===== src/rtl/atilt_pkg.sv =====
// Shared types, constants and arctangent table functions for the tilt angle block.
package atilt_pkg;

    localparam int RAW_W    = 16;
    localparam int FS_W     = 14;
    localparam int SC_W     = 15;
    localparam int ABS_W    = 15;
    localparam int DEG_W    = 9;
    localparam int PROD_W   = RAW_W + FS_W + 1;
    localparam int SCALE_SH = 15;
    localparam int NITER    = 48;
    localparam int VEC_FRAC = 46;
    localparam int ANG_FRAC = 40;
    localparam int XY_W     = 64;
    localparam int Z_W      = 49;
    localparam int MAG_W    = 48;

    localparam logic [FS_W-1:0] FS_RESET = FS_W'(2000);

    // angles in 2^-40 degree
    localparam logic signed [Z_W-1:0] Z_LIM   = Z_W'(64'd45 << ANG_FRAC);
    localparam logic [MAG_W-1:0]      DEG90   = MAG_W'(64'd90 << ANG_FRAC);
    localparam logic [MAG_W-1:0]      HALF    = MAG_W'(64'd1 << (ANG_FRAC - 1));
    localparam logic [MAG_W-1:0]      DEG180H = MAG_W'((64'd180 << ANG_FRAC)
                                                       + (64'd1 << (ANG_FRAC - 1)));

    typedef struct packed {
        logic swap;
        logic neg_x;
        logic neg_y;
        logic zero;
    } t_flags;

    typedef struct packed {
        logic signed [XY_W-1:0] x;
        logic signed [XY_W-1:0] y;
        logic signed [Z_W-1:0]  z;
        logic signed [SC_W-1:0] sx;
        logic signed [SC_W-1:0] sy;
        t_flags                 flags;
    } t_cell;

    // shift-subtract quotient, used only while elaborating constants
    function automatic logic [63:0] udiv64(input logic [63:0] a, input logic [63:0] b);
        logic [64:0] r;
        logic [63:0] q;
        r = '0;
        q = '0;
        for (int k = 63; k >= 0; k--) begin
            r = {r[63:0], a[k]};
            if (r >= {1'b0, b}) begin
                r = r - {1'b0, b};
                q[k] = 1'b1;
            end
        end
        return q;
    endfunction

    // atan(2^-i) in degrees, Q40, by integer power series times 180/pi
    function automatic logic [63:0] atan_entry(input int i);
        logic [63:0]  pi17;
        logic [63:0]  num;
        logic [63:0]  c;
        logic [63:0]  rem;
        logic [63:0]  p;
        logic [63:0]  sum;
        logic [63:0]  n;
        logic [63:0]  term;
        logic [127:0] prod;
        pi17 = 64'd314159265358979323;
        num  = 64'd18000000000000000000;
        c    = udiv64(num, pi17);
        rem  = num - c * pi17;
        for (int k = 0; k < 56; k++) begin
            rem = rem << 1;
            c   = c << 1;
            if (rem >= pi17) begin
                rem  = rem - pi17;
                c[0] = 1'b1;
            end
        end
        if (i == 0) begin
            return 64'd45 << ANG_FRAC;
        end
        p   = 64'd1 << (62 - i);
        sum = '0;
        n   = '0;
        while (p != 0) begin
            term = udiv64(p, (n << 1) + 64'd1);
            if (!n[0]) begin
                sum = sum + term;
            end else begin
                sum = sum - term;
            end
            n = n + 64'd1;
            if (2 * i >= 62) begin
                p = '0;
            end else begin
                p = p >> (2 * i);
            end
        end
        prod = {64'd0, sum} * {64'd0, c};
        return prod[127:64] >> 14;
    endfunction

endpackage


===== src/rtl/atilt_cell.sv =====
// One vectoring CORDIC iteration with its pipeline register.
module atilt_cell #(
    parameter int STAGE = 0
) (
    input  logic             i_clk,
    input  logic             i_rst_n,
    input  logic             i_en,
    input  logic             i_valid,
    input  atilt_pkg::t_cell i_data,
    output logic             o_valid,
    output atilt_pkg::t_cell o_data
);

    localparam logic signed [atilt_pkg::Z_W-1:0] ATAN =
        atilt_pkg::Z_W'(atilt_pkg::atan_entry(STAGE));

    logic                                r_valid;
    atilt_pkg::t_cell                    r_data;
    atilt_pkg::t_cell                    n_data;
    logic signed [atilt_pkg::XY_W-1:0]   w_xs;
    logic signed [atilt_pkg::XY_W-1:0]   w_ys;
    logic                                w_down;

    always_comb begin
        w_xs   = $signed(i_data.x) >>> STAGE;
        w_ys   = $signed(i_data.y) >>> STAGE;
        // rotate toward the x axis while y is still positive
        w_down = !i_data.y[atilt_pkg::XY_W-1] && (i_data.y != '0);
        n_data = i_data;
        if (w_down) begin
            n_data.x = i_data.x + w_ys;
            n_data.y = i_data.y - w_xs;
            n_data.z = i_data.z + ATAN;
        end else begin
            n_data.x = i_data.x - w_ys;
            n_data.y = i_data.y + w_xs;
            n_data.z = i_data.z - ATAN;
        end
    end

    always_ff @(posedge i_clk) begin
        if (!i_rst_n) begin
            r_valid <= 1'b0;
        end else if (i_en) begin
            r_valid <= i_valid;
        end
    end

    always_ff @(posedge i_clk) begin
        if (i_en) begin
            r_data <= n_data;
        end
    end

    assign o_valid = r_valid;
    assign o_data  = r_data;

endmodule


===== config.mk =====
export PLATFORM = sky130hd
export DESIGN_NAME = atilt_cell
export DESIGN_NICKNAME = d
export VERILOG_FILES = /design/src/rtl/atilt_pkg.sv /design/src/rtl/atilt_cell.sv
export SDC_FILE = /design/constraint.sdc
export NUM_CORES = 1
export LEC_CHECK = 0
export ABC_AREA = 1
export BUFFER_PORTS_ARGS = -buffer_cell sky130_fd_sc_hd__buf_2
export CORE_MARGIN = 2
export CORE_UTILIZATION = 45
export DETAILED_ROUTE_END_ITERATION = 8
export GPL_TIMING_DRIVEN = 1
export HOLD_SLACK_MARGIN = 0.06
export PLACE_DENSITY = 0.79
export SYNTH_ARGS = -nofsm -noshare
export SYNTH_HDL_FRONTEND = slang
export SYNTH_SLANG_ARGS = --single-unit

===== constraint.sdc =====
create_clock -name i_clk -period 2.8 [get_ports i_clk]
set_input_delay 0.42 -clock i_clk [delete_from_list [all_inputs] [get_ports i_clk]]
set_output_delay 0.42 -clock i_clk [all_outputs]
set_load 0.05 [all_outputs]

* Word level (Yosys, flattened, before mapping)
Index checks and enable logic that the tools add are counted.
** Word-level totals
- Output and inout port bits :: 212
- Input port bits :: 215
- Flip-flop bits (word level) :: 212
** Cells by class
- Mux-type cells :: 1
- Reduce and logical (&&, ||, !) cells :: 3
- Add/sub/neg operators :: 5
** Operator list (number)
- 2-to-1 mux 177 bit :: 1
- subtractor 64 bit :: 2
- adder 64 bit :: 1
- nonzero test 64 bit :: 1
- adder 49 x 47 -> 49 bit (second input constant) :: 1
- subtractor 49 x 47 -> 49 bit (second input constant) :: 1
- logical AND 1 bit :: 1
- logical NOT 1 bit :: 1

* Depth between registers and ports, before layout
- Depth in word-level cells :: 3
- Gate-level depth with buffers :: 20

* Worst setup path after synthesis
No wires, ideal clock.
- Path type :: input to register
- Start :: input i_data[84] (netlist bit)
- End :: register r_data (netlist bit o_data[81]), data pin
- Path slack :: -0.036 ns
- Arrival time :: 2.578 ns
- Stages on the path :: 20
- Path through :: inv_1 nand4_1 nor3_1 nand3_1 nor2_1 nand2_1 nand2_4 inv_2 buf_2 buf_2 ha_1 a21oi_1 nand2_1 nand2_1 nand2_1 nand2_1 a21boi_0 o21ai_0 nand2_1 xor2_1
** RTL lines
- from (decl) :: line atilt_cell.sv:9 : input atilt_pkg::t_cell i_data,
- to (signal assigned) :: line atilt_cell.sv:51 : r_data <= n_data;
- to (decl) :: line atilt_cell.sv:18 : atilt_pkg::t_cell r_data;

==> key figures <==
CTS
  • CTS tree: yes
  • Clk sinks: 211
  • CTS root buffer: clkbuf_16
  • Clock transition at the registers of the reported paths: 0.06 ns
  • Cts bufs inserted: 26
  • H-tree depth: 1
  • Clock latency on the worst-skew pair: 0.54 ns
  • Max clock buf depth: 3

Yosys
  • Post-synthesis compound-gate area fraction: 0.0875
  • Post-synth net total: 4378
  • Top cells by area, synth: edfxtp_1, nand2_1, inv_1, ha_1, nand3_1
  • Yosys reg bits: 211
  • Main combinational cell family by area after synthesis: simple AND/OR/NAND/NOR gates
  • Yosys Warn Count: 0
  • Most common library cells after synthesis: nand2_1, inv_1, nand3_1, nor2_1, edfxtp_1
  • Most common cell in the netlist: nand2_1
  • Register area share after synthesis: 0.258
  • Area of the mapped netlist: 24500 um^2
  • Mapped Cells: 3963
  • Post-synth ARST share: 0
  • Adder-cell share of the synthesized area: 0.103
  • Post-Synth XOR/XNOR Area: 0.0277
  • Largest area contributor in the netlist: edfxtp_1
  • Synth Area in Simple Gates: 0.373
  • Main flop type after synthesis: edfxtp_1
  • Syn avg cell area: 6.19 um^2
  • Post-synthesis cell type count: 41
  • Mux cell area share after synthesis: 0
  • EDFF count, synth: 210
  • Synth top area share: 0.257

Global routing
  • Grt ovf: 0
  • Initial antenna violation count: 2
  • Largest net degree at the start of global routing: 107
  • GRT Overall Usage: 0.361
  • Number of global-route vias before repair: 27300
  • First-pass GRT wire length: 155000 um

Layout
  • Layout fillers: 5210
  • Post-route core utilization: 0.601
  • Nets: 5304
  • Layout area overhead: 31.9%
  • Layout cells sized above 1: 0.227
  • Multi-input logic area: 14600 um^2
  • Register area: 6330 um^2
  • Design Area, Final: 32300 um^2

Worst setup path
  • Slowest CP cell: nor4_1
  • Crit-path max cell delay: 0.55 ns
  • CP most frequent cell: nand2_1
  • Critical path, cell by cell: buf_2 > nor4_1 > nand3_1 > nor2_2 > buf_4 > nand2_1 > buf_4 > nand2_4 > inv_4 > ha_4 > a21oi_1 > nand2_1 > nand2_1 > nand2_1 > nand2_1 > a21boi_1 > o21ai_1 > nand2_1 > xor2_1
  • WP data required: 3.10 ns
  • Crit path max fanout: 4
  • WS Path Type: in2reg
  • Critical path startpoint category: input pin
  • CP arrival: 3.05 ns
  • Setup crit end kind: register

Power
  • Leakage power: 0.0182 uW
  • PwrDens: 449 nW/um^2
  • Worst IR Drop VDD: 0.382 mV

Placement
  • PortBufs: 426
  • Dpl cell area: 30800 um^2
  • GP Congestion: 1.06
  • Post-DP HPWL: 88100 um

Die
  • Initial Util: 0.456
  • DIE AREA: 56400 um^2
  • Die Wd: 237 um
  • Core footprint: 53800 um^2
  • Num rows: 85
  • Die height: 237 um
  • Boundary Pins: 427

Flow run
  • MaxCap Viol Count: 0

STA
  • Slew Limit Fails: 0
  • Clock Skews: 0 ns
  • Final setup viols: 0
  • Fin crit share: 0.983
  • Worst slew pin tran: 0.927 ns
  • Hold Vio Cnt, Final: 0
  • Fmax: 363 MHz
  • Slew HR: 0.382
  • Fin Setup TNS: 0 ns
  • Hold_ws: 0.0837 ns
  • Post-layout min period: 2.75 ns

Status
  • Outcome: completed

Routing
  • DRC violations left: 0
  • Antenna Nets Post-Route: 0
  • Overall via count from detail_route: 28800
  • Detailed Routing Iterations Pass 1: 9
  • Routed vias/inst: 5.13
  • Routed len/inst: 18.6 um
  • DRT iter0 DRCs: 2601
  • Routed WL: 104000 um

Worst hold path
  • HP Class: in2reg
[final cells by class]
class | instances | area share
Antenna cell | 2 | 0.000155
Clock buffer | 31 | 0.0207
Clock inverter | 14 | 0.00340
Inverter | 825 | 0.0958
Multi-Input combinational cell | 2838 | 0.451
Sequential cell | 211 | 0.196
Tap cell | 696 | 0.0269
Timing Repair Buffer | 987 | 0.206
[path summary, 6_finish.rpt]
check	startpoint	end	slack, ns	depth (start not counted)
worst min register to register	o_valid	o_valid	0.57	2
worst max-delay path	i_data[109]	o_data[81]	0.05	19
worst max register to register	o_valid	o_valid	2.13	2
worst min-delay path	i_data[62]	o_data[62]	0.08	1
[logic make-up (layout without fill, tap and decap cells)]
group	count (synthesis)	count (layout)
compound gates	405	405
buf+inv	914	1857
flops	211	211
simple gates	2157	2157
fa+ha+maj	200	200
other cells	0	2
xor+xnor	76	76
[state kept, by name, summed over array words and instances (netlist names)]
signal,count
o_data,210
o_valid,1
[repair_timing]
item                                   CTS  global route
pin swaps                                1             3
setup endpoints to repair                4             3
hold buffers                            68             1
endpoints found under the hold margin   68             1
gates resized for setup                  5             7
buffers inserted                         0             0
[placed cells by master, fill, tap and decap left out, drive strengths merged, types with 2 or more instances in the layout]
master	synthesis	routed
nand3	305	305
a31oi	9	9
o21ai	161	161
fa	4	4
nor2	307	307
nand3b	2	2
ha	196	196
nand4	42	42
xnor2	2	2
clkbuf	5	32
edfxtp	210	210
nor3	35	35
a21o	2	2
dlygate4sd3	0	69
a21boi	3	3
and2	4	4
buf	84	917
a21oi	199	199
clkinv	0	10
inv	825	825
diode	0	2
o21bai	30	30
nand2	1453	1453
nor4	8	8
clkinvlp	0	3
xor2	74	74
[power by group]
| group | switching, uW | internal, uW | leakage [uW] |
|---|---|---|---|
| logic | 4870 | 2290 | 0.0158 |
| registers | 178 | 3980 | 0.00206 |
| clock network | 1410 | 1790 | 0.000376 |
[through the flow]
stage / total power, uW / instances / setup WS [ns]
final: 14500 / 5604 / 0.0467
after CTS: 14400 / 5601 / 0.0444
after detailed placement: 11100 / 5488 / -0.756
after global placement: 11100 / 5488 / -0.764
after floorplan: 8360 / 3963 / 0.0636
after global routing: 15200 / 5604 / -0.0127
[metal layers]
layer,GRT usage,share of wire,wire length (um),up-vias
li1,-,-,-,14100
met1,0.471,0.41,42900,13100
met2,0.580,0.44,45200,1322
met3,0.0631,0.097,10100,223
met4,0.172,0.055,5720,0
met5,0,0,0,-
[critical path: cells and delay by family]
family                     cells  cell delay, ns
and+or+nand+nor               10            1.47
buffers and inverters          4            0.47
AOI/OAI and AO/OA              3            0.33
adders and majority gates      1            0.21
xor gates and xnor gates       1            0.14
(Power assumes the default switching activity.)
