[config.mk]
export PLATFORM = sky130hd
export DESIGN_NAME = atilt_front
export DESIGN_NICKNAME = d
export VERILOG_FILES = /design/src/rtl/atilt_pkg.sv /design/src/rtl/atilt_front.sv
export SDC_FILE = /design/constraint.sdc
export NUM_CORES = 1
export LEC_CHECK = 0
export ABC_AREA = 1
export BUFFER_PORTS_ARGS = -buffer_cell sky130_fd_sc_hd__clkbuf_2
export CORE_MARGIN = 10
export CORE_UTILIZATION = 55
export CTS_BUF_LIST = sky130_fd_sc_hd__clkbuf_4
export CTS_CLUSTER_SIZE = 8
export DETAILED_ROUTE_END_ITERATION = 7
export MAX_ROUTING_LAYER = met4
export PLACE_DENSITY = 0.78
export SYNTH_ARGS = -nofsm -noshare
export SYNTH_HDL_FRONTEND = slang
export SYNTH_SLANG_ARGS = --single-unit
[constraint.sdc]
create_clock -name i_clk -period 6.4 [get_ports i_clk]
set_input_delay 0.64 -clock i_clk [delete_from_list [all_inputs] [get_ports i_clk]]
set_output_delay 0.64 -clock i_clk [all_outputs]
set_load 0.05 [all_outputs]
[src/rtl/atilt_pkg.sv]
// Shared types, constants and arctangent table functions for the tilt angle block.
package atilt_pkg;

    localparam int RAW_W    = 16;
    localparam int FS_W     = 14;
    localparam int SC_W     = 15;
    localparam int ABS_W    = 15;
    localparam int DEG_W    = 9;
    localparam int PROD_W   = RAW_W + FS_W + 1;
    localparam int SCALE_SH = 15;
    localparam int NITER    = 48;
    localparam int VEC_FRAC = 46;
    localparam int ANG_FRAC = 40;
    localparam int XY_W     = 64;
    localparam int Z_W      = 49;
    localparam int MAG_W    = 48;

    localparam logic [FS_W-1:0] FS_RESET = FS_W'(2000);

    // angles in 2^-40 degree
    localparam logic signed [Z_W-1:0] Z_LIM   = Z_W'(64'd45 << ANG_FRAC);
    localparam logic [MAG_W-1:0]      DEG90   = MAG_W'(64'd90 << ANG_FRAC);
    localparam logic [MAG_W-1:0]      HALF    = MAG_W'(64'd1 << (ANG_FRAC - 1));
    localparam logic [MAG_W-1:0]      DEG180H = MAG_W'((64'd180 << ANG_FRAC)
                                                       + (64'd1 << (ANG_FRAC - 1)));

    typedef struct packed {
        logic swap;
        logic neg_x;
        logic neg_y;
        logic zero;
    } t_flags;

    typedef struct packed {
        logic signed [XY_W-1:0] x;
        logic signed [XY_W-1:0] y;
        logic signed [Z_W-1:0]  z;
        logic signed [SC_W-1:0] sx;
        logic signed [SC_W-1:0] sy;
        t_flags                 flags;
    } t_cell;

    // shift-subtract quotient, used only while elaborating constants
    function automatic logic [63:0] udiv64(input logic [63:0] a, input logic [63:0] b);
        logic [64:0] r;
        logic [63:0] q;
        r = '0;
        q = '0;
        for (int k = 63; k >= 0; k--) begin
            r = {r[63:0], a[k]};
            if (r >= {1'b0, b}) begin
                r = r - {1'b0, b};
                q[k] = 1'b1;
            end
        end
        return q;
    endfunction

    // atan(2^-i) in degrees, Q40, by integer power series times 180/pi
    function automatic logic [63:0] atan_entry(input int i);
        logic [63:0]  pi17;
        logic [63:0]  num;
        logic [63:0]  c;
        logic [63:0]  rem;
        logic [63:0]  p;
        logic [63:0]  sum;
        logic [63:0]  n;
        logic [63:0]  term;
        logic [127:0] prod;
        pi17 = 64'd314159265358979323;
        num  = 64'd18000000000000000000;
        c    = udiv64(num, pi17);
        rem  = num - c * pi17;
        for (int k = 0; k < 56; k++) begin
            rem = rem << 1;
            c   = c << 1;
            if (rem >= pi17) begin
                rem  = rem - pi17;
                c[0] = 1'b1;
            end
        end
        if (i == 0) begin
            return 64'd45 << ANG_FRAC;
        end
        p   = 64'd1 << (62 - i);
        sum = '0;
        n   = '0;
        while (p != 0) begin
            term = udiv64(p, (n << 1) + 64'd1);
            if (!n[0]) begin
                sum = sum + term;
            end else begin
                sum = sum - term;
            end
            n = n + 64'd1;
            if (2 * i >= 62) begin
                p = '0;
            end else begin
                p = p >> (2 * i);
            end
        end
        prod = {64'd0, sum} * {64'd0, c};
        return prod[127:64] >> 14;
    endfunction

endpackage

[src/rtl/atilt_front.sv]
// Input skid register, milli-g scaling and octant folding ahead of the CORDIC row.
module atilt_front (
    input  logic                                 i_clk,
    input  logic                                 i_rst_n,
    input  logic                                 i_valid,
    output logic                                 o_stall,
    input  logic signed [atilt_pkg::RAW_W-1:0]   i_raw_x,
    input  logic signed [atilt_pkg::RAW_W-1:0]   i_raw_y,
    input  logic        [atilt_pkg::FS_W-1:0]    i_full_scale,
    input  logic                                 i_en,
    output logic                                 o_valid,
    output atilt_pkg::t_cell                     o_data
);

    logic                                r_skid_valid;
    logic signed [atilt_pkg::RAW_W-1:0]  r_skid_x;
    logic signed [atilt_pkg::RAW_W-1:0]  r_skid_y;
    logic                                r_s0_valid;
    logic signed [atilt_pkg::RAW_W-1:0]  r_s0_x;
    logic signed [atilt_pkg::RAW_W-1:0]  r_s0_y;
    logic                                r_s1_valid;
    logic signed [atilt_pkg::SC_W-1:0]   r_s1_sx;
    logic signed [atilt_pkg::SC_W-1:0]   r_s1_sy;
    logic                                r_s2_valid;
    atilt_pkg::t_cell                    r_s2;
    atilt_pkg::t_cell                    n_s2;

    logic                                w_accept;
    logic signed [atilt_pkg::PROD_W-1:0] w_px;
    logic signed [atilt_pkg::PROD_W-1:0] w_py;
    logic signed [atilt_pkg::PROD_W-1:0] w_fs;
    logic [atilt_pkg::ABS_W-1:0]         w_ax;
    logic [atilt_pkg::ABS_W-1:0]         w_ay;
    logic [atilt_pkg::ABS_W-1:0]         w_u;
    logic [atilt_pkg::ABS_W-1:0]         w_v;

    assign o_stall  = r_skid_valid;
    assign w_accept = i_valid && !r_skid_valid;

    always_ff @(posedge i_clk) begin
        if (!i_rst_n) begin
            r_skid_valid <= 1'b0;
        end else if (i_en) begin
            r_skid_valid <= 1'b0;
        end else if (w_accept) begin
            r_skid_valid <= 1'b1;
        end
    end

    always_ff @(posedge i_clk) begin
        if (!i_en && w_accept) begin
            r_skid_x <= i_raw_x;
            r_skid_y <= i_raw_y;
        end
    end

    always_ff @(posedge i_clk) begin
        if (!i_rst_n) begin
            r_s0_valid <= 1'b0;
            r_s1_valid <= 1'b0;
            r_s2_valid <= 1'b0;
        end else if (i_en) begin
            r_s0_valid <= r_skid_valid || w_accept;
            r_s1_valid <= r_s0_valid;
            r_s2_valid <= r_s1_valid;
        end
    end

    // floor(raw * fs / 2^15) is the product's bits above the shift
    assign w_fs = atilt_pkg::PROD_W'($signed({1'b0, i_full_scale}));
    assign w_px = atilt_pkg::PROD_W'(r_s0_x) * w_fs;
    assign w_py = atilt_pkg::PROD_W'(r_s0_y) * w_fs;

    always_comb begin
        w_ax = r_s1_sx[atilt_pkg::SC_W-1] ? atilt_pkg::ABS_W'(-r_s1_sx)
                                          : atilt_pkg::ABS_W'(r_s1_sx);
        w_ay = r_s1_sy[atilt_pkg::SC_W-1] ? atilt_pkg::ABS_W'(-r_s1_sy)
                                          : atilt_pkg::ABS_W'(r_s1_sy);
        n_s2.flags.swap  = w_ax > w_ay;
        n_s2.flags.neg_x = r_s1_sx[atilt_pkg::SC_W-1];
        n_s2.flags.neg_y = r_s1_sy[atilt_pkg::SC_W-1];
        n_s2.flags.zero  = (w_ax == '0) && (w_ay == '0);
        w_u    = n_s2.flags.swap ? w_ax : w_ay;
        w_v    = n_s2.flags.swap ? w_ay : w_ax;
        n_s2.x = $signed(atilt_pkg::XY_W'(w_u) << atilt_pkg::VEC_FRAC);
        n_s2.y = $signed(atilt_pkg::XY_W'(w_v) << atilt_pkg::VEC_FRAC);
        n_s2.z = '0;
        n_s2.sx = r_s1_sx;
        n_s2.sy = r_s1_sy;
    end

    always_ff @(posedge i_clk) begin
        if (i_en) begin
            r_s0_x  <= r_skid_valid ? r_skid_x : i_raw_x;
            r_s0_y  <= r_skid_valid ? r_skid_y : i_raw_y;
            r_s1_sx <= w_px[atilt_pkg::SCALE_SH+atilt_pkg::SC_W-1:atilt_pkg::SCALE_SH];
            r_s1_sy <= w_py[atilt_pkg::SCALE_SH+atilt_pkg::SC_W-1:atilt_pkg::SCALE_SH];
            r_s2    <= n_s2;
        end
    end

    assign o_valid = r_s2_valid;
    assign o_data  = r_s2;

endmodule

## Word-level counts from Yosys, hierarchy flattened

Index checks and enable logic that the tools add are counted.

| storage, ports and cells | value |
|---|---|
| flip-flop bits (word level) | 162 |
| input bits | 50 |
| output and inout port bits | 213 |
| logic and storage cells | 39 |

| operators by class | value |
|---|---|
| add/sub/neg operators | 2 |
| multiply operators | 2 |
| magnitude comparators | 1 |
| multiplexer cells | 6 |
| bitwise logic cells | 1 |
| reductions and logical operators | 9 |

Operators by type and width:

| cell | number |
|---|---|
| 16-bit by 15-bit multiplier with 30-bit output | 2 |
| 15-bit two-way mux | 4 |
| 16-bit two-way mux | 2 |
| 15-bit logical NOT | 2 |
| 15-bit negation | 2 |
| 15-bit greater-than comparator | 1 |
| 1-bit logical AND | 3 |
| 1-bit logical NOT | 2 |
| 2-bit OR reduction | 1 |
| 1-bit logical OR | 1 |
| 1-bit NOT | 1 |

## Logic depth before layout (Yosys ltp)

| logic depth | value |
|---|---|
| word-level depth | 4 |
| mapped depth | 28 |

## Worst setup path after synthesis

Ideal clock, no wire load.

| timing | value |
|---|---|
| path type | input port to flip-flop |
| from | input i_full_scale[1] in the netlist's numbering |
| to | register r_s1_sy[12] in the netlist's numbering (data pin) |
| data arrival time | 5.787 ns |
| data required time | 6.148 ns |
| setup slack | 0.361 ns |
| stages | 19 |
| path buffers | 2 |
| path through | clkbuf_1 buf_1 nand2_1 fa_1 fa_1 inv_1 fa_1 fa_1 fa_1 fa_1 ha_1 nand2_1 nor2_1 inv_1 nor3_2 nand3_1 o21bai_1 nand3_1 nand2_1 |

| on the way | value |
|---|---|
| longest elaborated chain between the ends | 1 |

RTL lines:

| element | RTL line | RTL |
|---|---|---|
| start: declaration | atilt_front.sv:9 | `input logic [atilt_pkg::FS_W-1:0] i_full_scale,` |
| 16-bit by 15-bit multiplier with 30-bit output | atilt_front.sv:72 | `assign w_py = atilt_pkg::PROD_W'(r_s0_y) * w_fs;` |
| via w_py (one bit) | atilt_front.sv:30 | `logic signed [atilt_pkg::PROD_W-1:0] w_py;` |
| end signal: assignment | atilt_front.sv:97 | `r_s1_sy <= w_py[atilt_pkg::SCALE_SH+atilt_pkg::SC_W-1:atilt_pkg::SCALE_SH];` |
| end: declaration | atilt_front.sv:23 | `logic signed [atilt_pkg::SC_W-1:0] r_s1_sy;` |

The timed path passes the listed nets, and every way through them passes these cells.
A chain may end at the register's enable or synchronous reset.

## Final worst setup path

| timing | value |
|---|---|
| from | register r_s0_x[13] in the netlist's numbering |
| to | register r_s1_sx[5] in the netlist's numbering (data pin) |

| on the way | value |
|---|---|
| longest elaborated chain between the ends | 1 |

RTL lines:

| element | RTL line | RTL |
|---|---|---|
| start: declaration | atilt_front.sv:19 | `logic signed [atilt_pkg::RAW_W-1:0] r_s0_x;` |
| start signal: assignment | atilt_front.sv:94 | `r_s0_x <= r_skid_valid ? r_skid_x : i_raw_x;` |
| 16-bit by 15-bit multiplier with 30-bit output | atilt_front.sv:71 | `assign w_px = atilt_pkg::PROD_W'(r_s0_x) * w_fs;` |
| via w_px (one bit) | atilt_front.sv:29 | `logic signed [atilt_pkg::PROD_W-1:0] w_px;` |
| end signal: assignment | atilt_front.sv:96 | `r_s1_sx <= w_px[atilt_pkg::SCALE_SH+atilt_pkg::SC_W-1:atilt_pkg::SCALE_SH];` |
| end: declaration | atilt_front.sv:22 | `logic signed [atilt_pkg::SC_W-1:0] r_s1_sx;` |

The timed path passes the listed nets, and every way through them passes these cells.

==> results.py <==
metrics = {
    "finish": {
        "drive_above_1_share_pct": 8.79,
        "final_nets": 3746,
        "areaGrowthSynthToFinish_pct": 4.89,
    },
    "die": {
        "pin_count": 263,
        "initial_core_util_pct": 55.8,
        "row_count": 78,
        "chipHeight_um": 235,
        "core_sq_um": 45500,
        "die_area_sq_um": 55200,
        "die_x_um": 235,
    },
    "worst_setup_path": {
        "worstSetupStartpointType": "register",
        "critical_path_class": "reg2reg",
        "arrival_ps": 6440,
        "critPathMaxFanout": 14,
        "reg2reg_slack_ps": 440,
        "r2r_cells": 21,
        "r2r-end": "r_s1_sx[5]$_DFFE_PP_",
        "cp-end-kind": "register",
        "crit_required_ps": 6880,
        "crit-reg2reg-launch": "r_s0_x[13]$_DFFE_PP_",
    },
    "route": {
        "drt_iter0_markers": 1291,
        "drtPass1Iterations": 5,
        "via_per_inst": 4.91,
        "routed_wirelength_mm": 58.4,
        "ant_nets": 0,
        "drcViolationCount": 0,
        "wl_per_cell_um": 15.7,
        "num_vias": 18307,
    },
    "placement": {
        "io_buffers": 115,
        "place_ws_ps": 131,
        "dp_hpwl_mm": 48.4,
        "gp_congestion": 0.966,
    },
    "sta": {
        "grt_setup_unrepaired": "no",
        "layout_setup_ws_ps": 438,
        "slew_violations": 0,
        "hold_slack_ps": 89.4,
        "fin_crit_ps": 5960,
        "setup_viol": 0,
        "max_freq_ghz": 0.168,
        "tns_ps": 0,
        "max_slew.worst_pin.slew_ps": 1130,
        "fin_skew_ps": 35.2,
        "slew-limit-headroom_pct": 24.4,
        "period_share_pct": 93.2,
        "hold_violations": 0,
    },
    "synth": {
        "yosysUniqueCellTypes": 42,
        "ys_ff_latch": 160,
        "synth-seq-area-share_pct": 18.8,
        "synth_area_sq_um": 25400,
        "yosys_warnings": 0,
        "ys.flop_type": "edfxtp_1",
        "yosys-top-cells-area": "fa_1 34%, edfxtp_1 18%, inv_1 12%",
        "yosys.area.top_type": "fa_1",
        "syn_inst": 3017,
        "synth-edff-count": 156,
        "synth_top_area_share_pct": 33.6,
        "async_flop_share_pct": 0,
        "avgSynthCellArea_sq_um": 8.42,
    },
    "hold_path": {
        "holdPathEnd": "r_skid_y[15]$_DFFE_PP_",
        "timing.hold.worst_path_depth": 1,
        "min_path_type": "in2reg",
        "hold_start": "i_raw_y[15]",
    },
    "global_routing": {
        "grt_pass1_vias": 19585,
        "grt_pass1_wl_mm": 98.4,
        "overflow": 0,
        "gr-usage-all-layers_pct": 22.5,
        "grt_max_degree": 95,
        "antenna_found_initial": 2,
    },
    "job": {
        "drv_cap": 0,
    },
    "clock_tree": {
        "numCtsBuffers": 17,
        "h-tree-depth": 4,
        "insertion_delay_ps": 740,
        "tritoncts": "done",
        "path_clk_slew_ps": 170,
        "cts_hold_buf": 0,
        "ctsResizeCount": 0,
        "clock_sinks": 160,
        "clock_path_buffers": 2,
        "post-cts-setup-buffers": 0,
        "cts-root-buf": "clkbuf_4",
    },
    "outcome": {
        "run_status": "finished clean",
    },
}
==> registers in the layout, summed over array words and instances (netlist names) <==
register,count
r_s0_x,16
r_skid_x,16
r_s1_sx,15
r_s1_sy,15
r_s0_valid,1
o_valid,1
o_data,62
o_stall,1
r_s0_y,16
r_s1_valid,1
r_skid_y,16
==> routing by layer <==
layer  global-route usage, %  share of wire (%)  vias up
met5                       -                  0        -
met4                    7.35                2.6        0
met3                    5.01                7.0      101
met2                    37.3                 49      589
met1                    26.8                 41     8888
li1                        -                  -     8729
==> cell usage after synthesis (all sizes together) (4+ instances only) <==
library cell	number
a21oi	56
nand2	747
edfxtp	156
nor4	4
nor3	15
fa	426
nand4	7
a21boi	5
o21ai	76
o21bai	6
nand3b	7
o211ai	5
a21o	16
nor2	102
dfxtp	4
xor2	22
xnor2	15
nand3	74
inv	838
buf	163
clkbuf	74
mux2	32
ha	156
a31oi	8
==> placed cells by master, fill, tap and decap left out, types with 21 or more instances in the layout <==
| cell type | netlist | routed |
|---|---|---|
| ha_1 | 156 | 156 |
| clkbuf_2 | 0 | 114 |
| o21ai_1 | 21 | 21 |
| nand3_1 | 70 | 70 |
| nor2_1 | 95 | 95 |
| inv_1 | 827 | 827 |
| mux2_2 | 32 | 32 |
| conb_1 | 1 | 147 |
| buf_4 | 151 | 48 |
| o21ai_0 | 52 | 52 |
| nand2_1 | 734 | 734 |
| fa_1 | 426 | 426 |
| a21oi_1 | 56 | 56 |
| edfxtp_1 | 156 | 156 |
==> area by class of cell <==
class	instances	area (sq um)
diodes	2	5.00
clock buffers	17	128
clock inverters	15	216
fillers	4070	18800
inverters	838	3150
multi-input cells	1928	16600
flip-flops and latches	160	4760
well taps	600	751
repair buffers	169	1060
==> critical path, cell delays in order (launching register included) <==
cell	delay (ps)
edfxtp_1	740
nand2_1	170
inv_1	70
fa_1	550
inv_1	60
fa_1	540
inv_1	60
fa_1	490
fa_1	500
fa_1	490
inv_1	50
fa_1	520
inv_1	60
ha_1	340
a21o_1	220
a21oi_1	240
o21ai_0	170
inv_1	80
nand2_1	80
nand2_1	70
nand2_1	50
xor2_1	150
==> worst max-delay path by stage <==
stage / from / endpoint / slack [ps] / cells after the start
2_1_floorplan: i_full_scale[1] / r_s1_sy[12]$_DFFE_PP_ / 360 / 19
3_3_place_gp: i_full_scale[2] / r_s1_sy[12]$_DFFE_PP_ / 140 / 18
3_5_place_dp: i_full_scale[3] / r_s1_sx[12]$_DFFE_PP_ / 130 / 18
4_1_cts: r_s0_x[10]$_DFFE_PP_ / r_s1_sx[4]$_DFFE_PP_ / 410 / 23
5_1_grt: r_s0_x[10]$_DFFE_PP_ / r_s1_sx[4]$_DFFE_PP_ / 90 / 23
6_report: r_s0_x[13]$_DFFE_PP_ / r_s1_sx[5]$_DFFE_PP_ / 440 / 21
==> logic make-up after synthesis <==
kind of cell	count (synthesis)	synth area share (%)
xor gates and xnor gates	37	1.34
other	1	0.0148
adders and majority gates	582	41.3
DFF	160	18.8
and+or+nand+nor	958	15.2
AOI/OAI and AO/OA	172	3.83
buffers and inverters	1075	18.2
muxes	32	1.42
==> through the flow <==
| stage | instances | area (sq um) | utilization [%] |
|---|---|---|---|
| floorplan | 3163 | 25900 | - |
| global placement | 3695 | 26300 | 57.8 |
| detailed placement | 3695 | 26300 | 57.8 |
| CTS | 3727 | 26600 | 58.6 |
| global route | 3729 | 26600 | 58.6 |
| finish | 3729 | 26600 | 58.6 |
Power is not shown: default switching activity piles up to over one toggle a cycle in this logic, so the estimate is an artifact.
