--- src/rtl/atilt_pkg.sv ---
// Shared types, constants and arctangent table functions for the tilt angle block.
package atilt_pkg;

    localparam int RAW_W    = 16;
    localparam int FS_W     = 14;
    localparam int SC_W     = 15;
    localparam int ABS_W    = 15;
    localparam int DEG_W    = 9;
    localparam int PROD_W   = RAW_W + FS_W + 1;
    localparam int SCALE_SH = 15;
    localparam int NITER    = 48;
    localparam int VEC_FRAC = 46;
    localparam int ANG_FRAC = 40;
    localparam int XY_W     = 64;
    localparam int Z_W      = 49;
    localparam int MAG_W    = 48;

    localparam logic [FS_W-1:0] FS_RESET = FS_W'(2000);

    // angles in 2^-40 degree
    localparam logic signed [Z_W-1:0] Z_LIM   = Z_W'(64'd45 << ANG_FRAC);
    localparam logic [MAG_W-1:0]      DEG90   = MAG_W'(64'd90 << ANG_FRAC);
    localparam logic [MAG_W-1:0]      HALF    = MAG_W'(64'd1 << (ANG_FRAC - 1));
    localparam logic [MAG_W-1:0]      DEG180H = MAG_W'((64'd180 << ANG_FRAC)
                                                       + (64'd1 << (ANG_FRAC - 1)));

    typedef struct packed {
        logic swap;
        logic neg_x;
        logic neg_y;
        logic zero;
    } t_flags;

    typedef struct packed {
        logic signed [XY_W-1:0] x;
        logic signed [XY_W-1:0] y;
        logic signed [Z_W-1:0]  z;
        logic signed [SC_W-1:0] sx;
        logic signed [SC_W-1:0] sy;
        t_flags                 flags;
    } t_cell;

    // shift-subtract quotient, used only while elaborating constants
    function automatic logic [63:0] udiv64(input logic [63:0] a, input logic [63:0] b);
        logic [64:0] r;
        logic [63:0] q;
        r = '0;
        q = '0;
        for (int k = 63; k >= 0; k--) begin
            r = {r[63:0], a[k]};
            if (r >= {1'b0, b}) begin
                r = r - {1'b0, b};
                q[k] = 1'b1;
            end
        end
        return q;
    endfunction

    // atan(2^-i) in degrees, Q40, by integer power series times 180/pi
    function automatic logic [63:0] atan_entry(input int i);
        logic [63:0]  pi17;
        logic [63:0]  num;
        logic [63:0]  c;
        logic [63:0]  rem;
        logic [63:0]  p;
        logic [63:0]  sum;
        logic [63:0]  n;
        logic [63:0]  term;
        logic [127:0] prod;
        pi17 = 64'd314159265358979323;
        num  = 64'd18000000000000000000;
        c    = udiv64(num, pi17);
        rem  = num - c * pi17;
        for (int k = 0; k < 56; k++) begin
            rem = rem << 1;
            c   = c << 1;
            if (rem >= pi17) begin
                rem  = rem - pi17;
                c[0] = 1'b1;
            end
        end
        if (i == 0) begin
            return 64'd45 << ANG_FRAC;
        end
        p   = 64'd1 << (62 - i);
        sum = '0;
        n   = '0;
        while (p != 0) begin
            term = udiv64(p, (n << 1) + 64'd1);
            if (!n[0]) begin
                sum = sum + term;
            end else begin
                sum = sum - term;
            end
            n = n + 64'd1;
            if (2 * i >= 62) begin
                p = '0;
            end else begin
                p = p >> (2 * i);
            end
        end
        prod = {64'd0, sum} * {64'd0, c};
        return prod[127:64] >> 14;
    endfunction

endpackage

--- src/rtl/atilt_back.sv ---
// Angle clamp, quadrant unfolding, rounding to degrees and the output register.
module atilt_back (
    input  logic                                i_clk,
    input  logic                                i_rst_n,
    input  logic                                i_valid,
    input  atilt_pkg::t_cell                    i_data,
    output logic                                o_en,
    output logic                                o_valid,
    input  logic                                i_stall,
    output logic signed [atilt_pkg::SC_W-1:0]   o_scaled_x,
    output logic signed [atilt_pkg::SC_W-1:0]   o_scaled_y,
    output logic signed [atilt_pkg::DEG_W-1:0]  o_tilt_deg
);

    logic                                r_a_valid;
    logic [atilt_pkg::MAG_W-1:0]         r_a_mag;
    atilt_pkg::t_flags                   r_a_flags;
    logic signed [atilt_pkg::SC_W-1:0]   r_a_sx;
    logic signed [atilt_pkg::SC_W-1:0]   r_a_sy;
    logic                                r_out_valid;
    logic signed [atilt_pkg::SC_W-1:0]   r_out_sx;
    logic signed [atilt_pkg::SC_W-1:0]   r_out_sy;
    logic signed [atilt_pkg::DEG_W-1:0]  r_out_deg;

    logic [atilt_pkg::MAG_W-1:0]         n_a_mag;
    logic signed [atilt_pkg::DEG_W-1:0]  n_out_deg;
    logic signed [atilt_pkg::Z_W-1:0]    w_zc;
    logic [atilt_pkg::MAG_W-1:0]         w_zu;
    logic [atilt_pkg::MAG_W-1:0]         w_rnd;
    logic [atilt_pkg::DEG_W-1:0]         w_dmag;

    assign o_en = !r_out_valid || !i_stall;

    always_comb begin
        if (i_data.z[atilt_pkg::Z_W-1]) begin
            w_zc = '0;
        end else if ($signed(i_data.z) > atilt_pkg::Z_LIM) begin
            w_zc = atilt_pkg::Z_LIM;
        end else begin
            w_zc = i_data.z;
        end
        w_zu    = atilt_pkg::MAG_W'(w_zc);
        n_a_mag = i_data.flags.swap ? (atilt_pkg::DEG90 - w_zu) : w_zu;
    end

    // 180 - mag plus one half folds into a single subtract
    always_comb begin
        w_rnd  = r_a_flags.neg_y ? (atilt_pkg::DEG180H - r_a_mag) : (r_a_mag + atilt_pkg::HALF);
        w_dmag = {1'b0, w_rnd[atilt_pkg::MAG_W-1:atilt_pkg::ANG_FRAC]};
        if (r_a_flags.zero) begin
            n_out_deg = '0;
        end else if (r_a_flags.neg_x) begin
            n_out_deg = $signed(-w_dmag);
        end else begin
            n_out_deg = $signed(w_dmag);
        end
    end

    always_ff @(posedge i_clk) begin
        if (!i_rst_n) begin
            r_a_valid   <= 1'b0;
            r_out_valid <= 1'b0;
        end else if (o_en) begin
            r_a_valid   <= i_valid;
            r_out_valid <= r_a_valid;
        end
    end

    always_ff @(posedge i_clk) begin
        if (o_en) begin
            r_a_mag   <= n_a_mag;
            r_a_flags <= i_data.flags;
            r_a_sx    <= i_data.sx;
            r_a_sy    <= i_data.sy;
            r_out_sx  <= r_a_sx;
            r_out_sy  <= r_a_sy;
            r_out_deg <= n_out_deg;
        end
    end

    assign o_valid    = r_out_valid;
    assign o_scaled_x = r_out_sx;
    assign o_scaled_y = r_out_sy;
    assign o_tilt_deg = r_out_deg;

endmodule

--- config.mk ---
export PLATFORM = sky130hd
export DESIGN_NAME = atilt_back
export DESIGN_NICKNAME = d
export VERILOG_FILES = /design/src/rtl/atilt_pkg.sv /design/src/rtl/atilt_back.sv
export SDC_FILE = /design/constraint.sdc
export NUM_CORES = 1
export LEC_CHECK = 0
export ABC_CLOCK_PERIOD_IN_PS = 6750
export BUFFER_PORTS_ARGS = -buffer_cell sky130_fd_sc_hd__buf_2
export CAP_MARGIN = 20
export CORE_MARGIN = 5
export CORE_UTILIZATION = 49
export CTS_CLUSTER_DIAMETER = 200
export DETAILED_ROUTE_END_ITERATION = 6
export PLACE_DENSITY = 0.81
export SLEW_MARGIN = 30
export SYNTH_ARGS = -nofsm -noshare
export SYNTH_HDL_FRONTEND = slang
export SYNTH_SLANG_ARGS = --single-unit
--- constraint.sdc ---
create_clock -name i_clk -period 6.75 [get_ports i_clk]
set_input_delay 1.6875 -clock i_clk [delete_from_list [all_inputs] [get_ports i_clk]]
set_output_delay 1.6875 -clock i_clk [all_outputs]
set_load 0.1 [all_outputs]
# Word-level counts from Yosys, hierarchy flattened
# Cells that the tools add are included.
# Widths: inputs -> output; s select.
[word_totals]
register_bits = 122
out_inout_bits = 41
elab_cells = 27
inputBits = 215
[op_classes]
n_mux = 5
add_sub_neg = 4
magnitude_cmp = 1
bitwise = 1
n_reduce_logical = 4
[ops]
columns = ["cell", "n"]
rows = [
  ["$mux 48", 4],
  ["$gt 49x47->1 const B", 1],
  ["$add 48x40->48 const B", 1],
  ["$sub 47x48->48 const A", 1],
  ["$sub 48x48->48 const A", 1],
  ["$neg 8->9", 1],
  ["$mux 8", 1],
  ["$logic_not 1->1", 2],
  ["$reduce_or 2->1", 1],
  ["$logic_or 1x1->1", 1],
  ["$not 1->1", 1],
]

# Logic depth before layout (Yosys ltp)
# Gate-level depths: netlist of run 1.
[depth]
ltp_word = 5
mapped_depth = 15
ltp_nobuf = 13

# Worst setup path before layout of run 1
# No wires, ideal clock.
[synth_path]
kind = "input -> output"
from = "input i_stall"
to = "output o_en"
path_buffers = 0
stages = 1
required_time_ns = 5.062
slack_ns = 0.223
t_arrival_ns = 4.839
path_cell_list = "nand2_1"
[synth_via]
elab_chain_len = 2
[synth_rtl]
columns = ["element", "line_no", "rtl"]
rows = [
  ["start, declared", "atilt_back.sv:9", "input logic i_stall,"],
  ["$logic_not 1->1", "atilt_back.sv:32", "assign o_en = !r_out_valid || !i_stall;"],
  ["$logic_or 1x1->1", "atilt_back.sv:32", ""],
  ["end, declared", "atilt_back.sv:7", "output logic o_en,"],
]
# Every way passes these cells.

# Final worst setup path of run 1
[layout_path]
from = "input i_data[53] (netlist bit)"
to = "register r_a_mag[12] (netlist bit), data pin"
[layout_via]
elab_chain_len = 5
[layout_rtl]
columns = ["element", "line_no", "rtl"]
rows = [
  ["start, declared", "atilt_back.sv:6", "input atilt_pkg::t_cell i_data,"],
  ["$gt 49x47->1 *", "atilt_back.sv:37", "end else if ($signed(i_data.z) > atilt_pkg::Z_LIM) begin"],
  ["$mux 48 *", "atilt_back.sv:37", ""],
  ["$mux 48 *", "atilt_back.sv:35", "if (i_data.z[atilt_pkg::Z_W-1]) begin"],
  ["$sub 47x48->48", "atilt_back.sv:43", "n_a_mag = i_data.flags.swap ? (atilt_pkg::DEG90 - w_zu) : w_zu;"],
  ["$mux 48 *", "atilt_back.sv:43", ""],
  ["via n_a_mag (one bit)", "atilt_back.sv:25", "logic [atilt_pkg::MAG_W-1:0] n_a_mag;"],
  ["end signal, assigned", "atilt_back.sv:71", "r_a_mag <= n_a_mag;"],
  ["end, declared", "atilt_back.sv:16", "logic [atilt_pkg::MAG_W-1:0] r_a_mag;"],
]
# The timed path passes the listed nets; every way through them passes the cells marked *.
# A chain may end at the register's enable or synchronous reset.

==> results of run 1 <==
## power by group through the flow
stage | sequential (uW) | clock, uW | combinational [uW]
2_1_floorplan | 1110 | 0 | 141
3_3_place_gp | 941 | 0 | 399
3_5_place_dp | 945 | 0 | 408
4_1_cts | 930 | 883 | 409
5_1_grt | 936 | 921 | 434
6_report | 930 | 869 | 409
## placed cells by master (no fill, tap or decap), types with 4 or more instances in the layout
cell type,Yosys,routed
a211oi_1,14,14
a21oi_1,18,18
a311oi_1,9,9
a31oi_1,4,4
and3_1,7,7
and4_1,4,4
buf_2,1,127
clkbuf_1,22,4
clkbuf_16,0,17
edfxtp_1,120,120
ha_1,5,5
inv_1,15,15
nand2_1,42,41
nand2b_1,7,6
nand3_1,16,16
nand4_1,12,12
nor2_1,65,64
nor3_1,28,28
nor3b_1,5,5
nor4_1,18,18
o211ai_1,4,4
o21a_1,4,4
o21ai_0,20,20
o31a_1,7,7
o31ai_1,12,12
or2_2,9,9
or3_1,6,6
or4_1,9,9
xnor2_1,5,5
xor2_1,19,19
## critical path, delay by kind of cell
kind | cells | cell delay (ps)
and+or+nand+nor | 7 | 1850
AOI/OAI and AO/OA | 3 | 950
buffers and inverters | 3 | 650
adders and majority gates | 1 | 350
## state kept, by name, summed over array words and instances (netlist names)
| name | count |
|---|---|
| r_a_sy | 15 |
| r_a_sx | 15 |
| r_a_mag | 48 |
| r_a_flags | 3 |
| o_tilt_deg | 9 |
| o_valid | 1 |
| r_a_valid | 1 |
| o_scaled_y | 15 |
| o_scaled_x | 15 |
## worst paths after layout
path	endpoint	slack, ps	depth (start not counted)
setup / recovery	r_a_mag[12]	1460	14
setup reg to reg	o_tilt_deg[8]	3440	7
hold reg to reg	o_scaled_y[3]	410	0
hold / removal	o_scaled_y[3]	410	0
## metal layers
metal  GRT usage, %  part of all wire, %
met2           29.2                   46
met4           7.42                  1.6
met1           26.3                   42
met5              0                    0
met3           6.68                   10
## cell type report
class                           count  area share, %
Clock buffer                       21           5.80
Clock inverter                      9           1.65
Inverter                           15          0.741
Multi-Input combinational cell    396           32.3
Sequential cell                   122           48.0
Tap cell                          172           2.83
Timing Repair Buffer              130           8.71
## per-stage QoR
step                      worst slack, ps  instances  util (%)  cell area (um2)
after global placement               1160        835      55.9             7020
after CTS                            1530        865      60.4             7590
after floorplan                       223        558         -             6240
final                                1460        865      60.4             7590
after global routing                 1140        865      60.4             7590
after detailed placement             1130        835      55.9             7030
## logic make-up after synthesis
family / synth area share, %
muxes: 0.661
xor gates and xnor gates: 3.37
buffers and inverters: 2.55
other: 0.0601
AOI/OAI and AO/OA: 13.3
and+or+nand+nor: 20.7
DFF: 58.4
adders and majority gates: 1.00
==> flow_summary_export.csv, run 1 <==
group,metric,value,unit
die,fp.dieW,123,um
detailed_routing,viasPerCell,5.82,
worst_setup_path,crit_path_start_kind,"input port",
logic_synthesis,synth.area.top_cells,"edfxtp_1 58%, nor2_1 3.9%, xor2_1 2.7%",
placement,routabilityCongestion,0.917,
detailed_routing,routedWlPerCell,16.8,um
worst_setup_path,required,6960,ps
grt,track_usage,19.5,%
logic_synthesis,ys_ff_latch,122,
logic_synthesis,synthTopCellsByCount,"120 x edfxtp_1, 65 x nor2_1, 42 x nand2_1",
die,coreArea,12600,um2
clock_tree,hold_buffers,0,
worst_setup_path,crit_type,"in2reg",
die,initial_core_util,49.7,%
sta,worst_pin_slew,783,ps
clock_tree,cts_setup_buffers,0,
logic_synthesis,syn_area_per_cell,11.2,um2
die,fp.dieH,123,um
job,max_cap_viol_count,0,
clock_tree,insertion_delay,420,ps
placement,numPortBuffers,127,
grt,grt_pass1_wl,23000,um
worst_setup_path,r2r-start,"r_a_mag[6]",
power,swShare,29.1,%
sta,hold_viol,0,
logic_synthesis,yosysWarnings,0,
worst_setup_path,end_kind,"flop",
sta,fin_crit_sh,78.4,%
sta,drv_slew,0,
clock_tree,cts_root_buf,"clkbuf_16",
logic_synthesis,netlist.area_leader.share,57.7,%
status,status,"finished clean",
sta,final.setup.tns,0,ps
sta,fmax,0.189,GHz
die,io-pin-count,256,
logic_synthesis,synth_area,6240,um2
detailed_routing,dr.first_iter.drc_count,420,
clock_tree,cts_tree,"done",
clock_tree,clk_path_buf_depth,2,
power,irDropWorstVdd,0.000177,V
logic_synthesis,synth_ff_type,"edfxtp_1",
power,leakage,0.00297,uW
detailed_routing,antenna_left,0,
clock_tree,cts_made_buffers,17,
sta,whs,408,ps
finish,multi_input_area,2450,um2
worst_setup_path,worstPathCellList,"buf_2 -> or4_1 -> nor2_1 -> nand4_1 -> o31a_1 -> nor2_1 -> buf_4 -> nand2_1 -> ha_1 -> nor2_1 -> buf_4 -> nor2_1 -> o21a_1 -> a311oi_1",
sta,rsz0062_at_grt,"no",
logic_synthesis,yosysSeqAreaShare,58.4,%
finish,area_growth,21.7,%
grt,antenna_found_initial,0,
worst_setup_path,arrival,5500,ps
min_path,hold_class,"reg2reg",
worst_setup_path,crit_start,"i_data[53]",
worst_setup_path,crit_top_cell,"nor2_1",
sta,setup_viol_count_final,0,
placement,dpl.hpwl,10500,um
logic_synthesis,yosysTopAreaCell,"edfxtp_1",
sta,fin_worst_skew,10.3,ps
min_path,hp-start,"r_a_sy[3]",
finish,finalNetCount,902,
logic_synthesis,yosysUniqueCellTypes,65,
power,power_frac_seq,42.1,%
clock_tree,cts-resized-gates,0,
power,power.clock.fraction,39.3,%
logic_synthesis,syn_nets,778,
grt,grt.overflow.total,0,
power,switchingPower,643,uW
logic_synthesis,yosysMostFrequentCell,"edfxtp_1",
worst_setup_path,cp_max_fo,14,
worst_setup_path,cpPeakStageDelay,550,ps
grt,grt_pass1_vias,4666,
detailed_routing,dr_total_vias,5030,
finish,seqCellArea,3640,um2
detailed_routing,drc,0,
power,power.internal,1570,uW
clock_tree,path_clk_slew,50,ps
grt,grt_max_degree,94,
worst_setup_path,critPathSlowestCell,"or4_1",
finish,fill_cells,984,
detailed_routing,totalWireLength,14600,um
logic_synthesis,syn-instance-count,558,
power,total_power,2210,uW
sta,relSlewSlack,47.8,%
power,comb_power_share,18.5,%
finish,drive_gt1_share,25.1,%
detailed_routing,drtPass1Iterations,5,
clock_tree,clock_sinks,122,
logic_synthesis,async_reset_ff_share,0,%
power,powerDensity,291,nW/um2
die,row_count,41,
sta,final.min_clock_period,5290,ps
logic_synthesis,synth-edff-count,120,
finish,diodes,0,
clock_tree,cts.htree.levels,4,
die,die-area,15100,um2
Note: power is estimated with default switching activity, not from simulation.
==> run 2, diff against run 1 <==
--- a/config.mk
+++ b/config.mk
@@ -5,7 +5,7 @@
 export SDC_FILE = /design/constraint.sdc
 export NUM_CORES = 1
 export LEC_CHECK = 0
-export ABC_CLOCK_PERIOD_IN_PS = 6750
+export ABC_CLOCK_PERIOD_IN_PS = 5190
 export BUFFER_PORTS_ARGS = -buffer_cell sky130_fd_sc_hd__buf_2
 export CAP_MARGIN = 20
 export CORE_MARGIN = 5
==> constraint.sdc (replaced) <==
create_clock -name i_clk -period 5.19 [get_ports i_clk]
set_input_delay 1.2975 -clock i_clk [delete_from_list [all_inputs] [get_ports i_clk]]
set_output_delay 1.2975 -clock i_clk [all_outputs]
set_load 0.1 [all_outputs]
==> run 2 against run 1 <==
  * Worst hold slack better by 1.6 ps
  * Global-route usage decreased by 0.65 points
  * Sequential power up 30%
  * Combinational power is 31% higher
  * Clock skew is 0.63 ps lower
  * Flip-flop and latch count stayed put
  * Non-clock buffer count is 8 higher
  * Via count increased by 1.2%
  * First-iteration DRC count up 2.4%
  * Final cell count grew 0.92%
  * Critical path type unchanged
  * Highest routed layer unchanged
==> flow_summary_export.csv, run 2 (synthesis results as in run 1) <==
group,metric,value,unit
status,status,"finished clean",
detailed_routing,dr_total_vias,5092,
worst_setup_path,required,5380,ps
placement,numPortBuffers,127,
die,row_count,41,
worst_setup_path,r2r_slack,1900,ps
finish,diodes,0,
finish,finalNetCount,910,
detailed_routing,drc,0,
sta,worst_slack,790,ps
detailed_routing,antenna_left,0,
grt,grt.met1_usage,25.3,%
sta,relSlewSlack,45.1,%
grt,grt_max_degree,69,
worst_setup_path,crit_path_start_kind,"input port",
power,total_power,2850,uW
clock_tree,path_clk_slew,50,ps
detailed_routing,dr.first_iter.drc_count,430,
placement,routabilityCongestion,0.947,
clock_tree,cts.htree.levels,4,
worst_setup_path,rr_worst_depth,7,
placement,dpl.hpwl,10300,um
worst_setup_path,arrival,4590,ps
detailed_routing,drtPass1Iterations,5,
clock_tree,cts-resized-gates,0,
worst_setup_path,crit_type,"in2reg",
sta,whs,410,ps
sta,setup_viol_count_final,0,
grt,grt_pass1_wl,22400,um
finish,regMostFlops,"r_a_mag",
clock_tree,clk_path_buf_depth,2,
sta,fin_crit_sh,84.8,%
min_path,whs_path_depth,0,
finish,area_growth,22.5,%
die,coreArea,12600,um2
sta,final.min_clock_period,4400,ps
finish,layout_commonest_cell,"buf_2",
worst_setup_path,r2r-start,"r_a_mag[6]",
sta,worst_pin_slew,823,ps
min_path,worstHoldEndpoint,"o_scaled_x[0]",
sta,final.setup.tns,0,ps
clock_tree,cts_root_buf,"clkbuf_16",
power,leakage,0.00300,uW
die,fp.dieH,123,um
placement,pre_cts_ws,405,ps
detailed_routing,viasPerCell,5.83,
finish,largest_reg_flops,48,
sta,rsz0062_at_grt,"no",
grt,gr-usage-met3,6.08,%
finish,drive_gt1_share,25.5,%
finish,mostFrequentLayoutCells,"127 x buf_2, 120 x edfxtp_1, 64 x nor2_1, 41 x nand2_1, 28 x nor3_1",
grt,top_usage_layer,"met2",
die,io-pin-count,256,
sta,hold_viol,0,
clock_tree,cts_setup_buffers,0,
job,max_cap_viol_count,0,
grt,grt_pass1_vias,4676,
detailed_routing,totalWireLength,14000,um
grt,grt_util_met2,29.0,%
power,powerDensity,373,nW/um2
worst_setup_path,cp_max_fo,11,
worst_setup_path,reg2reg_to,"o_tilt_deg[6]",
die,die-area,15100,um2
grt,grt.overflow.total,0,
min_path,hold_class,"reg2reg",
clock_tree,hold_buffers,0,
detailed_routing,routedWlPerCell,16.1,um
sta,drv_slew,0,
min_path,hp-start,"r_a_sx[0]",
grt,track_usage,18.9,%
clock_tree,cts_made_buffers,17,
sta,fmax,0.227,GHz
grt,antenna_found_initial,0,
clock_tree,cts_tree,"done",
die,fp.dieW,123,um
sta,fin_worst_skew,9.64,ps
clock_tree,insertion_delay,410,ps
worst_setup_path,end_kind,"flop",
power,irDropWorstVdd,0.000248,V
clock_tree,clock_sinks,122,
die,initial_core_util,49.7,%
[run 2: cell types whose count changed in the layout (fill, tap and decap cells not counted)]
cell / before / now
clkinv_2: 3 / 1
clkbuf_1: 4 / 2
buf_4: 2 / 11
buf_6: 1 / 0
clkinv_1: 1 / 5
nand2b_2: 1 / 0
nand2b_1: 6 / 7
[run 2: cell type report]
class | instances | area (um2)
fill | 989 | 4920
sequential | 122 | 3640
multi-input combinational | 396 | 2450
timing repair buffer | 138 | 718
clock buffer | 19 | 433
tap | 172 | 215
clock inverter | 11 | 130
inverter | 15 | 56.3
[run 2: worst max-delay path by stage]
stage                   to        from  slack [ps]  cells after the start
6_report        r_a_mag[8]  i_data[58]         790                     13
5_1_grt         r_a_mag[8]  i_data[58]         610                     13
4_1_cts         r_a_mag[8]  i_data[58]         820                     13
3_5_place_dp    r_a_mag[8]  i_data[58]         410                     13
3_3_place_gp   r_a_mag[16]  i_data[58]         490                     12
2_1_floorplan  r_a_mag[36]  i_data[36]         600                     13
[run 2: per-layer routing]
layer | up-vias | wire length [um]
met5 | - | 0
met4 | 0 | 199
met3 | 21 | 1440
met2 | 285 | 6430
met1 | 2343 | 5970
li1 | 2443 | -
[run 2: power breakdown]
part	leakage [uW]	internal [uW]	switching, uW
registers	0.00134	1170	38.2
clock network	0.000270	737	369
logic	0.00139	125	409
[run 2: through the flow]
stage               instance area (um2)  cells  util (%)
global placement                   7080    843      56.3
global route                       7650    873      60.8
CTS                                7650    873      60.8
finish                             7650    873      60.8
floorplan                          6240    558         -
detailed placement                 7080    843      56.4
[run 2: worst max-delay path: stages]
cell	delay (ps)
buf_2	140
or4_4	580
nor4_4	380
nand3b_2	180
o31a_1	320
nor2_1	210
nand2_1	110
ha_1	300
buf_4	190
nor2_1	190
buf_4	240
a211oi_1	70
a311oi_1	370
==> run 3, diff against run 2 <==
--- a/config.mk
+++ b/config.mk
@@ -5,14 +5,14 @@
 export SDC_FILE = /design/constraint.sdc
 export NUM_CORES = 1
 export LEC_CHECK = 0
-export ABC_CLOCK_PERIOD_IN_PS = 5190
+export ABC_CLOCK_PERIOD_IN_PS = 3700
 export BUFFER_PORTS_ARGS = -buffer_cell sky130_fd_sc_hd__buf_2
 export CAP_MARGIN = 20
 export CORE_MARGIN = 5
-export CORE_UTILIZATION = 49
+export CORE_UTILIZATION = 44
 export CTS_CLUSTER_DIAMETER = 200
 export DETAILED_ROUTE_END_ITERATION = 6
-export PLACE_DENSITY = 0.81
+export PLACE_DENSITY = 0.77
 export SLEW_MARGIN = 30
 export SYNTH_ARGS = -nofsm -noshare
 export SYNTH_HDL_FRONTEND = slang
==> constraint.sdc (replaced) <==
create_clock -name i_clk -period 3.7 [get_ports i_clk]
set_input_delay 0.925 -clock i_clk [delete_from_list [all_inputs] [get_ports i_clk]]
set_output_delay 0.925 -clock i_clk [all_outputs]
set_load 0.1 [all_outputs]
==> run 3 against run 2 <==
  * Sequential share of layout area shrank 2.9 points
  * Final cell count grew 5.8%
  * Global-route usage grew 1.1 points
  * Die area grew 10%
  * Largest cell class unchanged
==> flow_summary_export.csv, run 3 (synthesis results as in run 1) <==
group,metric,value,unit
grt,grt_max_degree,85,
clock_tree,hold_buffers,0,
finish,area_growth,30.4,%
die,initial_core_util,45.0,%
power,power.clock.fraction,40.9,%
sta,hold_viol,0,
placement,pre_cts_ws,-272,ps
finish,largest_reg_flops,48,
worst_setup_path,cpPeakStageDelay,560,ps
detailed_routing,dr.first_iter.drc_count,469,
clock_tree,cts_made_buffers,17,
grt,grt_pass1_vias,5157,
finish,layout_commonest_cell,"buf_2",
power,power.internal,2920,uW
finish,finalNetCount,949,
finish,fill_cells,1138,
die,die-area,16700,um2
finish,mostFrequentLayoutCells,"127 x buf_2, 120 x edfxtp_1, 61 x nor2_1, 46 x buf_4, 39 x nand2_1",
placement,routabilityCongestion,0.921,
worst_setup_path,critPathSlowestCell,"or4_4",
grt,grt_pass1_wl,25900,um
clock_tree,cts_tree,"done",
die,fp.dieH,129,um
detailed_routing,drc,0,
finish,final_util,58.6,%
detailed_routing,totalWireLength,16500,um
sta,fin_worst_skew,12.7,ps
sta,final.min_clock_period,3540,ps
status,status,"finished clean",
sta,setup_viol_count_final,0,
power,comb_power_share,19.0,%
detailed_routing,drtPass1Iterations,5,
sta,relSlewSlack,51.3,%
job,max_cap_viol_count,0,
power,leakage,0.00326,uW
placement,dpl.hpwl,12100,um
sta,fmax,0.282,GHz
sta,fin_crit_sh,95.8,%
clock_tree,cts_root_buf,"clkbuf_16",
placement,placed_cell_area,7520,um2
clock_tree,cts-resized-gates,0,
worst_setup_path,crit_path_start_kind,"input port",
detailed_routing,routedWlPerCell,17.8,um
power,powerDensity,518,nW/um2
finish,drive_gt1_share,32.9,%
grt,track_usage,20.0,%
detailed_routing,antenna_left,0,
power,swShare,30.8,%
clock_tree,clk_path_buf_depth,2,
grt,antenna_found_initial,2,
grt,grt.overflow.total,0,
clock_tree,cts.htree.levels,4,
die,fp.dieW,129,um
power,total_power,4220,uW
sta,worst_slack,156,ps
sta,drv_slew,0,
die,row_count,43,
finish,regMostFlops,"r_a_mag",
clock_tree,path_clk_slew,60,ps
die,io-pin-count,256,
clock_tree,insertion_delay,420,ps
power,power_frac_seq,40.2,%
detailed_routing,dr_total_vias,5378,
worst_setup_path,arrival,3730,ps
power,irDropWorstVdd,0.000404,V
worst_setup_path,worstPathCellList,"buf_2 -> or4_4 -> nor4_4 -> nand3b_4 -> o31a_1 -> nor2_4 -> nand2_2 -> ha_2 -> nor2_4 -> nor2_4 -> nor3b_1",
clock_tree,cts_setup_buffers,0,
detailed_routing,viasPerCell,5.82,
worst_setup_path,cp_max_fo,10,
clock_tree,clock_sinks,122,
sta,rsz0062_at_grt,"no",
placement,numPortBuffers,127,
die,coreArea,13900,um2
finish,stdcell_area,8140,um2
min_path,hold_class,"reg2reg",
power,switchingPower,1300,uW
sta,worst_pin_slew,731,ps
worst_setup_path,end_kind,"flop",
worst_setup_path,crit_top_cell,"nor2_4",
worst_setup_path,required,3880,ps
worst_setup_path,crit_type,"in2reg",
run 3: cell types whose count changed in the layout (fill, tap and decap cells not counted), sizes merged:
cell,previous run,this run
buf,138,177
clkbuf,19,17
clkinv,7,3
clkinvlp,1,2
diode,0,2
inv,15,22
run 3: power by group through the flow:
stage,combinational (uW),sequential [uW],clock [uW]
global route,849,1710,1820
detailed placement,795,1720,0
global placement,778,1710,0
CTS,798,1690,1750
floorplan,268,2020,0
finish,799,1690,1720
run 3: final timing paths:
check | start | endpoint | slack (ps) | depth (start not counted)
worst min-delay path | r_a_sy[5] | o_scaled_y[5] | 420 | 0
worst min register to register | r_a_sy[5] | o_scaled_y[5] | 420 | 0
worst max-delay path | i_data[61] | r_a_mag[16] | 160 | 11
worst max register to register | r_a_mag[6] | o_tilt_deg[6] | 530 | 8
run 3: per-layer routing:
layer / track usage (%) / wire (um)
met3: 5.36 / 1540
met4: 10.7 / 586
met2: 31.1 / 7630
met1: 25.7 / 6710
met5: 0 / 0
run 3: critical path, delay by kind of cell:
| kind | cells | cell delay (ps) |
|---|---|---|
| fa+ha+maj | 1 | 270 |
| simple gates | 8 | 2090 |
| buf+inv | 1 | 120 |
| compound gates | 1 | 330 |
run 3: layout make-up:
type | instances | area (um2) | share of cell area, %
multi-input combinational | 396 | 2540 | 31.2
tap | 180 | 225 | 2.77
antenna | 2 | 5.00 | 0.0615
timing repair buffer | 177 | 1050 | 12.9
clock inverter | 15 | 189 | 2.32
sequential | 122 | 3640 | 44.8
inverter | 15 | 61.3 | 0.753
clock buffer | 17 | 425 | 5.23
run 3: stage by stage:
step           hold slack [ps]  setup TNS [ps]  instances
3_5_place_dp               405           -3380        890
3_3_place_gp               401           -2230        890
4_1_cts                    416               0        922
6_report                   416               0        924
2_1_floorplan              400           -1350        558
5_1_grt                    419               0        924
